==> config.mk <==
export PLATFORM = sky130hd
export DESIGN_NAME = line_follow_pid_controller
export DESIGN_NICKNAME = d
export VERILOG_FILES = /design/src/sv/lfpid_pkg.sv /design/src/sv/lfpid_root_div.sv /design/src/sv/line_follow_pid_controller.sv
export VERILOG_INCLUDE_DIRS = /design/src /design/src/sv
export SDC_FILE = /design/constraint.sdc
export NUM_CORES = 2
export LEC_CHECK = 0
export BUFFER_PORTS_ARGS = -buffer_cell sky130_fd_sc_hd__clkbuf_2
export CORE_ASPECT_RATIO = 0.8
export CORE_UTILIZATION = 30
export CTS_CLUSTER_SIZE = 8
export DETAILED_ROUTE_END_ITERATION = 10
export PLACE_DENSITY_LB_ADDON = 0.3
export RECOVER_POWER = 50
export SYNTH_ARGS = -nofsm -noshare
export SYNTH_HDL_FRONTEND = slang
export SYNTH_SLANG_ARGS = --single-unit
==> constraint.sdc <==
create_clock -name i_clk -period 32.3 [get_ports i_clk]
set_clock_uncertainty 0.15 [all_clocks]
set_input_delay 1.615 -clock i_clk [delete_from_list [all_inputs] [get_ports i_clk]]
set_output_delay 1.615 -clock i_clk [all_outputs]
set_load 0.01 [all_outputs]
==> src/sv/line_follow_pid_controller_assert.svh <==
`ifndef LINE_FOLLOW_PID_CONTROLLER_ASSERT_SVH
`define LINE_FOLLOW_PID_CONTROLLER_ASSERT_SVH

// same-cycle implication
`define LFPID_ASSERT_IMP(lbl, ante, cons) \
    lbl: assert property (@(posedge i_clk) disable iff (!i_rst_n) (ante) |-> (cons)) \
        else $error("lfpid assertion failed");

// next-cycle implication
`define LFPID_ASSERT_NXT(lbl, ante, cons) \
    lbl: assert property (@(posedge i_clk) disable iff (!i_rst_n) (ante) |=> (cons)) \
        else $error("lfpid assertion failed");

`endif

==> src/sv/lfpid_pkg.sv <==
package lfpid_pkg;

    localparam int SensorCount = 8;
    localparam int IdxW        = $clog2(SensorCount);
    localparam int SensorW     = 17;
    localparam int SumW        = SensorW + IdxW;
    localparam int SqW         = 2 * SensorW + IdxW;
    localparam int MW          = SqW + IdxW;
    localparam int XW          = MW + 20;
    localparam int RootW       = XW / 2;
    localparam int RemW        = RootW + 2;
    localparam int WeightW     = 4;
    localparam int WtW         = 22;
    localparam int MagW        = WtW - 1;
    localparam int NumW        = MagW + IdxW + 22;
    localparam int DenW        = RootW + 1;
    localparam int PosW        = 16;
    localparam int QW          = 16;
    localparam int GainW       = 20;
    localparam int BaseW       = 16;
    localparam int LimW        = 19;
    localparam int IntW        = 20;
    localparam int SpeedW      = 20;
    localparam int OpW         = 21;
    localparam int ProdW       = 2 * OpW;
    localparam int TotW        = 44;
    localparam int CorrW       = TotW - 20;
    localparam int CfgIdxW     = 3;
    localparam int CfgDataW    = 20;
    localparam int RootCntW    = $clog2(RootW);
    localparam int DivCntW     = $clog2(QW);

    typedef enum logic [CfgIdxW-1:0] {
        CFG_GAIN_P         = 3'd0,
        CFG_GAIN_I         = 3'd1,
        CFG_GAIN_D         = 3'd2,
        CFG_BASE_SPEED     = 3'd3,
        CFG_INTEGRAL_LIMIT = 3'd4
    } t_cfg_index;

    typedef enum logic [3:0] {
        ST_IDLE,
        ST_ACC,
        ST_SQUARE,
        ST_SPREAD,
        ST_ROOT_START,
        ST_ROOT_WAIT,
        ST_PID_P,
        ST_PID_I,
        ST_PID_D,
        ST_FINISH
    } t_state;

    typedef enum logic [2:0] {
        RD_IDLE,
        RD_ROOT,
        RD_CHECK,
        RD_DIV,
        RD_DONE
    } t_rd_state;

    typedef struct packed {
        logic [SensorW-1:0] sensor_0;
        logic [SensorW-1:0] sensor_1;
        logic [SensorW-1:0] sensor_2;
        logic [SensorW-1:0] sensor_3;
        logic [SensorW-1:0] sensor_4;
        logic [SensorW-1:0] sensor_5;
        logic [SensorW-1:0] sensor_6;
        logic [SensorW-1:0] sensor_7;
    } t_in;

    typedef struct packed {
        logic signed [SpeedW-1:0] left_speed;
        logic signed [SpeedW-1:0] right_speed;
        logic signed [PosW-1:0]   line_position;
    } t_out;

    function automatic logic signed [WeightW-1:0] weight_of(input logic [IdxW-1:0] k);
        int half;
        int w;
        half = SensorCount / 2;
        if (int'(k) < half) w = half - int'(k);
        else if (int'(k) >= SensorCount - half) w = -(int'(k) - (SensorCount - half) + 1);
        else w = 0;
        return WeightW'(w);
    endfunction

endpackage

==> src/sv/lfpid_root_div.sv <==
module lfpid_root_div (
    input  logic                        i_clk,
    input  logic                        i_rst_n,
    input  logic                        i_start,
    input  logic [lfpid_pkg::MW-1:0]    i_m,
    input  logic [lfpid_pkg::MagW-1:0]  i_mag,
    output logic                        o_done,
    output logic [lfpid_pkg::QW-1:0]    o_q
);
    import lfpid_pkg::*;

    t_rd_state           r_state, n_state;
    logic [XW-1:0]       r_x;
    logic [RemW-1:0]     r_rem;
    logic [RootW-1:0]    r_root;
    logic [RootCntW-1:0] r_rcnt;
    logic [DivCntW-1:0]  r_dcnt;
    logic [MagW-1:0]     r_mag;
    logic [NumW-1:0]     r_num;
    logic [NumW-1:0]     r_dsh;
    logic [QW-1:0]       r_q;

    logic [RemW+1:0]     w_rem_sh;
    logic [RemW+1:0]     w_trial;
    logic                w_root_ge;
    logic [NumW-1:0]     w_num;
    logic [NumW:0]       w_lim;
    logic                w_div_ge;

    assign w_rem_sh  = {r_rem, r_x[XW-1 -: 2]};
    assign w_trial   = (RemW+2)'({r_root, 2'b01});
    assign w_root_ge = w_rem_sh >= w_trial;
    assign w_num     = NumW'({r_mag, {(IdxW+21){1'b0}}}) + NumW'(r_root);
    assign w_lim     = {r_root, 1'b0, {QW{1'b0}}};
    assign w_div_ge  = r_num >= r_dsh;

    always_comb begin
        n_state = r_state;
        case (r_state)
            RD_IDLE:  if (i_start) n_state = (i_m == '0) ? RD_DONE : RD_ROOT;
            RD_ROOT:  if (r_rcnt == '0) n_state = RD_CHECK;
            RD_CHECK: n_state = ({1'b0, w_num} >= w_lim) ? RD_DONE : RD_DIV;
            RD_DIV:   if (r_dcnt == '0) n_state = RD_DONE;
            RD_DONE:  n_state = RD_IDLE;
            default:  n_state = RD_IDLE;
        endcase
    end

    always_comb begin
        o_done = (r_state == RD_DONE);
        o_q    = r_q[QW-1] ? {1'b0, {(QW-1){1'b1}}} : r_q;
    end

    always_ff @(posedge i_clk) begin
        if (!i_rst_n) r_state <= RD_IDLE;
        else r_state <= n_state;
    end

    always_ff @(posedge i_clk) begin
        case (r_state)
            RD_IDLE: begin
                r_x    <= {i_m, {(XW-MW){1'b0}}};
                r_rem  <= '0;
                r_root <= '0;
                r_rcnt <= RootCntW'(RootW - 1);
                r_mag  <= i_mag;
                r_q    <= '0;
            end
            RD_ROOT: begin
                r_x    <= {r_x[XW-3:0], 2'b00};
                r_rem  <= w_root_ge ? RemW'(w_rem_sh - w_trial) : RemW'(w_rem_sh);
                r_root <= {r_root[RootW-2:0], w_root_ge};
                r_rcnt <= r_rcnt - 1'b1;
            end
            RD_CHECK: begin
                r_num  <= w_num;
                r_dsh  <= NumW'({r_root, 1'b0, {(QW-1){1'b0}}});
                r_dcnt <= DivCntW'(QW - 1);
                r_q    <= ({1'b0, w_num} >= w_lim) ? '1 : '0;
            end
            RD_DIV: begin
                r_num  <= w_div_ge ? r_num - r_dsh : r_num;
                r_dsh  <= r_dsh >> 1;
                r_q    <= {r_q[QW-2:0], w_div_ge};
                r_dcnt <= r_dcnt - 1'b1;
            end
            default: begin
            end
        endcase
    end

endmodule

==> src/sv/line_follow_pid_controller.sv <==
// Line follower PID controller for an eight-sensor reflectance bar. One frame of readings
// is taken when o_ready is high; the line position (weighted sum over the standard
// deviation) and the left and right wheel speeds come out as one result transaction.
// A frame accumulates the sums one sensor a cycle, then runs a bit-serial square root and
// a restoring divide, then goes through the P, I and D steps of the shared PID multiplier;
// a frame with all readings equal skips the root and divide. Gains and limits must be
// written on the configuration port only while the block is idle; it does not enforce this.
`include "line_follow_pid_controller_assert.svh"

module line_follow_pid_controller (
    input  logic                              i_clk,
    input  logic                              i_rst_n,
    input  logic                              i_valid,
    output logic                              o_ready,
    input  lfpid_pkg::t_in                    i_data,
    output logic                              o_valid,
    input  logic                              i_ready,
    output lfpid_pkg::t_out                   o_data,
    input  logic                              i_cfg_we,
    input  logic [lfpid_pkg::CfgIdxW-1:0]     i_cfg_index,
    input  logic [lfpid_pkg::CfgDataW-1:0]    i_cfg_data
);
    import lfpid_pkg::*;

    t_state                 r_state, n_state;
    t_in                    r_frame;
    logic [IdxW-1:0]        r_idx;
    logic [SumW-1:0]        r_s_sum;
    logic [SqW-1:0]         r_sq_sum;
    logic signed [WtW-1:0]  r_w;
    logic [MW-1:0]          r_ssq;
    logic [MW-1:0]          r_m;
    logic signed [PosW-1:0] r_pos;
    logic signed [IntW-1:0] r_integral;
    logic signed [PosW-1:0] r_prev;
    logic signed [PosW+1:0] r_diff;
    logic signed [TotW-1:0] r_tot;
    logic                   r_out_valid;
    t_out                   r_out;

    logic [GainW-1:0]       r_gain_p, r_gain_i, r_gain_d;
    logic [BaseW-1:0]       r_base;
    logic [LimW-1:0]        r_lim;

    logic                   w_root_start;
    logic                   w_root_done;
    logic [QW-1:0]          w_q;
    logic [SensorW-1:0]     w_v;
    logic [MagW-1:0]        w_mag;
    logic [MW-1:0]          w_eight_q;
    logic signed [PosW:0]   w_err;
    logic signed [IntW:0]   w_acc_raw;
    logic signed [IntW:0]   w_lim_s;
    logic signed [IntW-1:0] w_acc;
    logic signed [OpW-1:0]  w_op_a, w_op_b;
    logic signed [ProdW-1:0] w_prod;
    logic signed [TotW-1:0] w_round;
    logic signed [CorrW-1:0] w_corr;
    logic signed [CorrW:0]  w_left, w_right, w_base_s;
    logic                   w_load_out;

    function automatic logic [SensorW-1:0] sensor_at(input t_in d, input logic [IdxW-1:0] k);
        logic [SensorW-1:0] v;
        case (k)
            3'd0:    v = d.sensor_0;
            3'd1:    v = d.sensor_1;
            3'd2:    v = d.sensor_2;
            3'd3:    v = d.sensor_3;
            3'd4:    v = d.sensor_4;
            3'd5:    v = d.sensor_5;
            3'd6:    v = d.sensor_6;
            default: v = d.sensor_7;
        endcase
        return v;
    endfunction

    function automatic logic signed [SpeedW-1:0] sat_speed(input logic signed [CorrW:0] x);
        logic signed [SpeedW-1:0] y;
        if (x > (CorrW+1)'(signed'({1'b0, {(SpeedW-1){1'b1}}}))) y = {1'b0, {(SpeedW-1){1'b1}}};
        else if (x < -(CorrW+1)'(signed'({2'b01, {(SpeedW-1){1'b0}}})))
            y = {1'b1, {(SpeedW-1){1'b0}}};
        else y = SpeedW'(x);
        return y;
    endfunction

    assign w_v       = sensor_at(r_frame, r_idx);
    assign w_mag     = r_w[WtW-1] ? MagW'(-r_w) : MagW'(r_w);
    assign w_eight_q = {r_sq_sum, {IdxW{1'b0}}};
    assign w_err     = -(PosW+1)'(r_pos);
    assign w_acc_raw = (IntW+1)'(r_integral) + (IntW+1)'(w_err);
    assign w_lim_s   = signed'((IntW+1)'(r_lim));
    assign w_acc     = (w_acc_raw > w_lim_s) ? IntW'(w_lim_s) :
                       (w_acc_raw < -w_lim_s) ? IntW'(-w_lim_s) : IntW'(w_acc_raw);

    always_comb begin
        case (r_state)
            ST_PID_I: begin
                w_op_a = signed'(OpW'(r_gain_i));
                w_op_b = OpW'(r_integral);
            end
            ST_PID_D: begin
                w_op_a = signed'(OpW'(r_gain_d));
                w_op_b = OpW'(r_diff);
            end
            default: begin
                w_op_a = signed'(OpW'(r_gain_p));
                w_op_b = OpW'(w_err);
            end
        endcase
    end

    assign w_prod   = w_op_a * w_op_b;
    assign w_round  = r_tot + TotW'(signed'({1'b0, 1'b1, 19'd0}));
    assign w_corr   = w_round[TotW-1:20];
    assign w_base_s = signed'((CorrW+1)'(r_base));
    assign w_left   = w_base_s - (CorrW+1)'(w_corr);
    assign w_right  = w_base_s + (CorrW+1)'(w_corr);

    lfpid_root_div u_root_div (
        .i_clk   (i_clk),
        .i_rst_n (i_rst_n),
        .i_start (w_root_start),
        .i_m     (r_m),
        .i_mag   (w_mag),
        .o_done  (w_root_done),
        .o_q     (w_q)
    );

    always_comb begin
        n_state = r_state;
        case (r_state)
            ST_IDLE:       if (i_valid) n_state = ST_ACC;
            ST_ACC:        if (r_idx == IdxW'(SensorCount - 1)) n_state = ST_SQUARE;
            ST_SQUARE:     n_state = ST_SPREAD;
            ST_SPREAD:     n_state = ST_ROOT_START;
            ST_ROOT_START: n_state = ST_ROOT_WAIT;
            ST_ROOT_WAIT:  if (w_root_done) n_state = ST_PID_P;
            ST_PID_P:      n_state = ST_PID_I;
            ST_PID_I:      n_state = ST_PID_D;
            ST_PID_D:      n_state = ST_FINISH;
            ST_FINISH:     if (!r_out_valid || i_ready) n_state = ST_IDLE;
            default:       n_state = ST_IDLE;
        endcase
    end

    always_comb begin
        o_ready      = (r_state == ST_IDLE);
        w_root_start = (r_state == ST_ROOT_START);
        w_load_out   = (r_state == ST_FINISH) && (!r_out_valid || i_ready);
        o_valid      = r_out_valid;
        o_data       = r_out;
    end

    always_ff @(posedge i_clk) begin
        if (!i_rst_n) begin
            r_state     <= ST_IDLE;
            r_out_valid <= 1'b0;
            r_integral  <= '0;
            r_prev      <= '0;
            r_gain_p    <= GainW'(73400);
            r_gain_i    <= GainW'(5243);
            r_gain_d    <= GainW'(105);
            r_base      <= BaseW'(3215);
            r_lim       <= LimW'(204800);
        end else begin
            r_state <= n_state;
            if (w_load_out) r_out_valid <= 1'b1;
            else if (i_ready) r_out_valid <= 1'b0;
            if (r_state == ST_PID_P) begin
                r_integral <= w_acc;
                r_prev     <= PosW'(w_err);
            end
            if (i_cfg_we) begin
                case (i_cfg_index)
                    CFG_GAIN_P:         r_gain_p <= i_cfg_data[GainW-1:0];
                    CFG_GAIN_I:         r_gain_i <= i_cfg_data[GainW-1:0];
                    CFG_GAIN_D:         r_gain_d <= i_cfg_data[GainW-1:0];
                    CFG_BASE_SPEED:     r_base   <= i_cfg_data[BaseW-1:0];
                    CFG_INTEGRAL_LIMIT: r_lim    <= i_cfg_data[LimW-1:0];
                    default: begin
                    end
                endcase
            end
        end
    end

    always_ff @(posedge i_clk) begin
        case (r_state)
            ST_IDLE: begin
                r_frame  <= i_data;
                r_idx    <= '0;
                r_s_sum  <= '0;
                r_sq_sum <= '0;
                r_w      <= '0;
            end
            ST_ACC: begin
                r_s_sum  <= r_s_sum + SumW'(w_v);
                r_sq_sum <= r_sq_sum + SqW'(w_v * w_v);
                r_w      <= r_w + WtW'(weight_of(r_idx) * signed'({1'b0, w_v}));
                r_idx    <= r_idx + 1'b1;
            end
            ST_SQUARE: r_ssq <= MW'(r_s_sum * r_s_sum);
            ST_SPREAD: r_m   <= (w_eight_q > r_ssq) ? w_eight_q - r_ssq : '0;
            ST_ROOT_WAIT: begin
                if (w_root_done) r_pos <= r_w[WtW-1] ? -signed'(w_q) : signed'(w_q);
            end
            ST_PID_P: begin
                r_diff <= (PosW+2)'(w_err) - (PosW+2)'(r_prev);
                r_tot  <= TotW'(w_prod);
            end
            ST_PID_I: r_tot <= r_tot + TotW'(w_prod);
            ST_PID_D: r_tot <= r_tot + TotW'(w_prod);
            ST_FINISH: begin
                if (w_load_out) begin
                    r_out.left_speed    <= sat_speed(w_left);
                    r_out.right_speed   <= sat_speed(w_right);
                    r_out.line_position <= r_pos;
                end
            end
            default: begin
            end
        endcase
    end

    `LFPID_ASSERT_NXT(a_accept_starts_acc, i_valid && o_ready, r_state == ST_ACC)
    `LFPID_ASSERT_IMP(a_root_done_in_wait, w_root_done, r_state == ST_ROOT_WAIT)
    `LFPID_ASSERT_IMP(a_pos_not_min, r_out_valid, o_data.line_position != 16'sh8000)

endmodule
# Yosys cells after proc, flatten, opt, wreduce, memory -nomap -nowiden
# Index checks and enable logic that the tools add are counted.
# classes
add_sub_neg,24
mul,4
n_lt_le_gt_ge,12
n_eq_ne,32
n_mux,42
n_reduce_logical,27
# op_table
op,count
46-bit one-hot mux with 2 select lines,2
60-bit one-hot mux with 2 select lines,1
17-bit one-hot mux with 7 select lines,1
44-bit one-hot mux with 2 select lines,1
20-bit two-way mux,4
20-bit one-hot mux with 2 select lines,2
37-bit one-hot mux with 2 select lines,1
32-bit one-hot mux with 2 select lines,1
30-bit one-hot mux with 2 select lines,1
"25-bit by 20-bit greater-than comparator with 1-bit output, second input constant",2
"25-bit by 20-bit less-than comparator with 1-bit output, second input constant",2
16-bit one-hot mux with 3 select lines,1
46-bit by 47-bit >= comparator with 1-bit output,1
45-bit by 30-bit adder with 46-bit output,1
46-bit >= comparator,1
46-bit two-way mux,1
46-bit subtractor,1
"44-bit by 21-bit adder with 44-bit output, second input constant",1
44-bit by 42-bit adder with 44-bit output,1
22-bit one-hot mux with 2 select lines,1
21-bit by 21-bit multiplier with 42-bit output,1
21-bit one-hot mux with 2 select lines,1
40-bit greater-than comparator,1
40-bit zero test,1
61 further kinds,110
# word_totals
register_bits,831
in_bits,164

# Longest topological paths before layout
# depth
word_depth,9
mapped_depth,47

# Hierarchy
# A second synthesis with hierarchy kept.
# hier_totals
cells_unflattened,9146
hier_area_um2,85271.8
# modules_own_cells
module,instances,cells_per_inst,area_each_um2,seq_area_each_um2
line_follow_pid_controller,1,7556,69735.6,15635.0
lfpid_root_div,1,1590,15536.2,7267.0

# Worst setup path after synthesis
# OpenSTA, ideal clock, no wires.
# synth_path
path_kind,reg2out
from,register r_state[2]
to,output o_ready
arrival_ps,13736
path_slack_ps,16799
path_stages_with_launch,3
cell_sequence,dfxtp_1 clkbuf_1 nor4_1
# synth_between
elab_chain_len,1
# synth_lines
item,line,rtl
start: declaration,line_follow_pid_controller.sv:25,"t_state r_state, n_state;"
start signal: assignment,line_follow_pid_controller.sv:166,r_state <= n_state;
4-bit zero test,line_follow_pid_controller.sv:147,o_ready = (r_state == ST_IDLE);
end: declaration,line_follow_pid_controller.sv:14,"output logic o_ready,"
# No other way between the ends.

# Worst setup path in the final report
# layout_path
from,register r_pos[0]
to,register r_tot[42] (data pin)
# layout_between
elab_chain_len,5
# layout_lines
item,line,rtl
start: declaration,line_follow_pid_controller.sv:33,logic signed [PosW-1:0] r_pos;
start signal: assignment,line_follow_pid_controller.sv:205,if (w_root_done) r_pos <= r_w[WtW-1] ? -signed'(w_q) : signed'(w_q);
16-bit negation with 17-bit output (*),line_follow_pid_controller.sv:89,assign w_err = -(PosW+1)'(r_pos);
21-bit one-hot mux with 2 select lines (*),line_follow_pid_controller.sv:96,case (r_state)
21-bit by 21-bit multiplier with 42-bit output (*),line_follow_pid_controller.sv:112,assign w_prod = w_op_a * w_op_b;
44-bit by 42-bit adder with 44-bit output,"line_follow_pid_controller.sv:211, line_follow_pid_controller.sv:212",
44-bit one-hot mux with 2 select lines (*),line_follow_pid_controller.sv:188,case (r_state)
end signal: assignment,line_follow_pid_controller.sv:209,r_tot <= TotW'(w_prod);
end signal: assignment,line_follow_pid_controller.sv:211,ST_PID_I: r_tot <= r_tot + TotW'(w_prod);
end signal: assignment,line_follow_pid_controller.sv:212,ST_PID_D: r_tot <= r_tot + TotW'(w_prod);
end: declaration,line_follow_pid_controller.sv:37,logic signed [TotW-1:0] r_tot;
# Every way passes the cells marked *; elsewhere a longest branch is shown, timed or not.
# A chain may end at the register's enable or synchronous reset.

==> impl_metrics.env <==
export IMPL_run_status="complete, but fails checks"
export IMPL_violations_in_the_final_reports="max-capacitance violations, max-slew violations"
export IMPL_postRouteWirelength_mm=244.6
export IMPL_peak_fanout_along_the_critical_path=23
export IMPL_postPlaceCellArea_um2=88780
export IMPL_dieWidth_um=591.9
export IMPL_worst_endpoint_required_ns=32.63
export IMPL_via_count_of_the_first_global_routing_pass=63670
export IMPL_dr_vias_cell=4.937
export IMPL_firstDrtPassIters=5
export IMPL_worstRegToRegCells=43
export IMPL_syn_mean_instance_area_um2=9.386
export IMPL_initial_antenna_violation_count=6
export IMPL_floorplan_core_area_um2=275700
export IMPL_synth_nets=10770
export IMPL_cts_hold_fix_buffers=0
export IMPL_path_clk_slew_ns=0.06
export IMPL_drc_violation_total_after_the_first_tritonroute_iteration=4982
export IMPL_hpwlAfterDp_mm=193.6
export IMPL_final_max_slew_violation_count=864
export IMPL_nets=10890
export IMPL_path_common_cell="sky130_fd_sc_hd__fa_1"
export IMPL_category_of_the_worst_setup_path_launch_point="flop"
export IMPL_rows=172
export IMPL_synth_sequential_area_ratio=0.2739
export IMPL_grt_setup_unrepaired="false"
export IMPL_crit_type="flop to flop"
export IMPL_worst_path_largest_cell_delay_ns=0.78
export IMPL_syn_to_final_growth_pct=10.00
export IMPL_floorplan_initialDensity=0.3029
export IMPL_cts_setup_buffers=0
export IMPL_cp_end_kind="flop"
export IMPL_dp_cells=12550
export IMPL_synth_area_um2=83520
export IMPL_tritoncts="built"
export IMPL_synthesis_instances=8898
export IMPL_pin_count_of_the_biggest_net_entering_global_routing=104
export IMPL_ys_warnings_count=0
export IMPL_die_span_in_y_um=473.9
export IMPL_drt_antenna_net_count=0
export IMPL_postLayoutCellArea_um2=91870
export IMPL_slew_headroom=-2.085
export IMPL_worst_path_max_delay_cell="sky130_fd_sc_hd__a21oi_2"
export IMPL_post_synth_num_cell_types=99
export IMPL_layout_worst_path_cycle_share=0.4190
export IMPL_finish_cell_count_without_fillers=12730
export IMPL_clock_path_buffers=3
export IMPL_cap_viol_max_count=16
export IMPL_die_area_um2=280500
export IMPL_timing_worst_slew_pin_value_ns=4.628
export IMPL_postSynth_asyncResetShare=0
export IMPL_buffer_ports_inserted=221
export IMPL_cts_htree_levels=3
export IMPL_timing_hold_worst_class="flop to flop"
export IMPL_grt_first_pass_wirelength_mm=379.0
export IMPL_max_freq_mhz=73.89
export IMPL_ys_flop_type="sky130_fd_sc_hd__edfxtp_1"
export IMPL_ctsRootBufferMaster="sky130_fd_sc_hd__clkbuf_16"
export IMPL_synth_edf_count=669
export IMPL_track_usage=0.1737
export IMPL_synth_seq_cells=808
export IMPL_cts_buffers_inserted=113
export IMPL_final_count_of_hold_timing_violations=0
export IMPL_drc=0
export IMPL_setup_tns_ns=0
export IMPL_clock_insertion_delay_worst_skew_ns=0.75
export IMPL_post_route_cells_drive_above_1_share=0.05447
export IMPL_dr_total_vias=62820
export IMPL_pin_count=222
export IMPL_tritoncts_num_sinks=808
export IMPL_wire_per_inst_um=19.22
export IMPL_worst_hold_path_num_cells=2
export IMPL_gp_congestion=0.8892
export IMPL_post_route_min_period_ns=13.53
export IMPL_post_cts_resized_instances=0
export IMPL_setup_viol=0
export IMPL_crit_arrival_ns=13.86
export IMPL_globalRouteOverflowTotal=0
-- state kept, by name, indices dropped and copies added (netlist names), 20 cells and up --
register	cells
r_ssq	39
r_w	22
r_gain_p	20
o_data	56
r_tot	44
u_root_div.r_num	46
r_integral	20
u_root_div.r_root	30
r_gain_d	20
r_sq_sum	37
u_root_div.r_dsh	46
u_root_div.r_rem	32
r_m	39
r_frame	136
r_gain_i	20
r_s_sum	20
u_root_div.r_x	39
u_root_div.r_mag	21
-- path summary, 6_finish.rpt --
check	startpoint	end	slack [ns]
setup / recovery	r_pos[0]	r_tot[42]	18.77
hold / removal	r_prev[2]	r_prev[2]	0.30
setup reg to reg	r_pos[0]	r_tot[42]	18.77
hold reg to reg	r_prev[2]	r_prev[2]	0.30
-- Yosys cell counts, drive strengths merged (63+ instances only) --
master  number  area share
inv       1471       0.066
nand2     1109       0.050
fa         903        0.22
ha         808        0.12
nor2       749       0.034
edfxtp     669        0.24
a21oi      427       0.026
o21ai      320       0.019
xnor2      289       0.030
clkbuf     275       0.012
a21o       216       0.019
and2       164       0.012
xor2       155       0.016
dfxtp      139       0.033
nand3      126      0.0076
nor3        76      0.0046
nand2b      75      0.0056
o21a        63      0.0057
-- layout by cell type, fill, tap and decap left out, types with 27 or more instances in the layout --
| cell type | netlist | routed |
|---|---|---|
| sky130_fd_sc_hd__a21o_1 | 216 | 216 |
| sky130_fd_sc_hd__nand2_1 | 1108 | 1106 |
| sky130_fd_sc_hd__clkbuf_16 | 0 | 114 |
| sky130_fd_sc_hd__o21a_1 | 63 | 63 |
| sky130_fd_sc_hd__o31ai_1 | 33 | 33 |
| sky130_fd_sc_hd__and3_1 | 46 | 46 |
| sky130_fd_sc_hd__nand3_1 | 125 | 125 |
| sky130_fd_sc_hd__o21bai_1 | 53 | 52 |
| sky130_fd_sc_hd__or2_2 | 27 | 27 |
| sky130_fd_sc_hd__nor3_1 | 75 | 72 |
| sky130_fd_sc_hd__nand4_1 | 47 | 47 |
| sky130_fd_sc_hd__a21oi_1 | 424 | 423 |
| sky130_fd_sc_hd__nor4_1 | 37 | 37 |
| sky130_fd_sc_hd__a22oi_1 | 41 | 41 |
| sky130_fd_sc_hd__clkbuf_2 | 1 | 203 |
| sky130_fd_sc_hd__o21ai_0 | 314 | 307 |
| sky130_fd_sc_hd__xor2_1 | 155 | 155 |
| sky130_fd_sc_hd__dfxtp_1 | 139 | 139 |
| sky130_fd_sc_hd__xnor2_1 | 287 | 287 |
| sky130_fd_sc_hd__a31oi_1 | 42 | 42 |
| sky130_fd_sc_hd__edfxtp_1 | 669 | 669 |
| sky130_fd_sc_hd__nand2b_1 | 75 | 75 |
| sky130_fd_sc_hd__fa_1 | 903 | 903 |
| sky130_fd_sc_hd__nor2b_1 | 56 | 56 |
| sky130_fd_sc_hd__o211ai_1 | 41 | 41 |
| sky130_fd_sc_hd__clkbuf_1 | 274 | 82 |
| sky130_fd_sc_hd__or3_1 | 32 | 31 |
| sky130_fd_sc_hd__mux2i_1 | 33 | 33 |
| sky130_fd_sc_hd__buf_4 | 3 | 64 |
| sky130_fd_sc_hd__nor2_1 | 747 | 742 |
| sky130_fd_sc_hd__a211oi_1 | 46 | 46 |
| sky130_fd_sc_hd__inv_1 | 1468 | 1468 |
| sky130_fd_sc_hd__ha_1 | 808 | 808 |
| sky130_fd_sc_hd__and2_1 | 162 | 162 |
-- per-stage QoR --
stage,utilization,hold slack (ns),worst slack [ns]
global route,0.3332,0.3230,17.87
global placement,0.3220,0.2922,18.72
detailed placement,0.3220,0.2965,18.81
CTS,0.3337,0.3039,18.82
finish,0.3333,0.3017,18.77
floorplan,-,0.2860,16.80
-- cell families after synthesis --
logic type	after synthesis	synth area share
xor+xnor	444	0.04674
simple gates	2607	0.1389
mux	46	0.005708
flops	808	0.2739
buf+inv	1780	0.08033
fa+ha+maj	1711	0.3375
compound gates	1502	0.1169
-- cell type report --
cell class                      count  area, um^2
Clock buffer                      160        3035
Sequential cell                   808       22870
Multi-Input combinational cell   6310       54020
Fill cell                       28260      183800
Timing Repair Buffer              304        1635
Inverter                         1478        5549
Clock inverter                     10       185.2
Antenna cell                        2       5.005
Tap cell                         3654        4572
-- per-layer routing --
metal	routed length (um)	global-route usage	vias to the layer above
met4	5716	0.04055	0
li1	-	-	29570
met1	119800	0.2590	31230
met2	104500	0.2629	1774
met5	0	0	-
met3	14600	0.02431	251
-- worst max-delay path, delay by kind of cell (launching register included) --
kind                       cells  cell delay (ns)
DFF                            1             0.49
adders and majority gates     10             4.59
AOI/OAI and AO/OA             14             3.64
and+or+nand+nor               12             3.09
xor gates and xnor gates       2             0.33
buffers and inverters          5             1.01
Power is not shown: default switching activity piles up to over one toggle a cycle in this logic, so the estimate is an artifact.
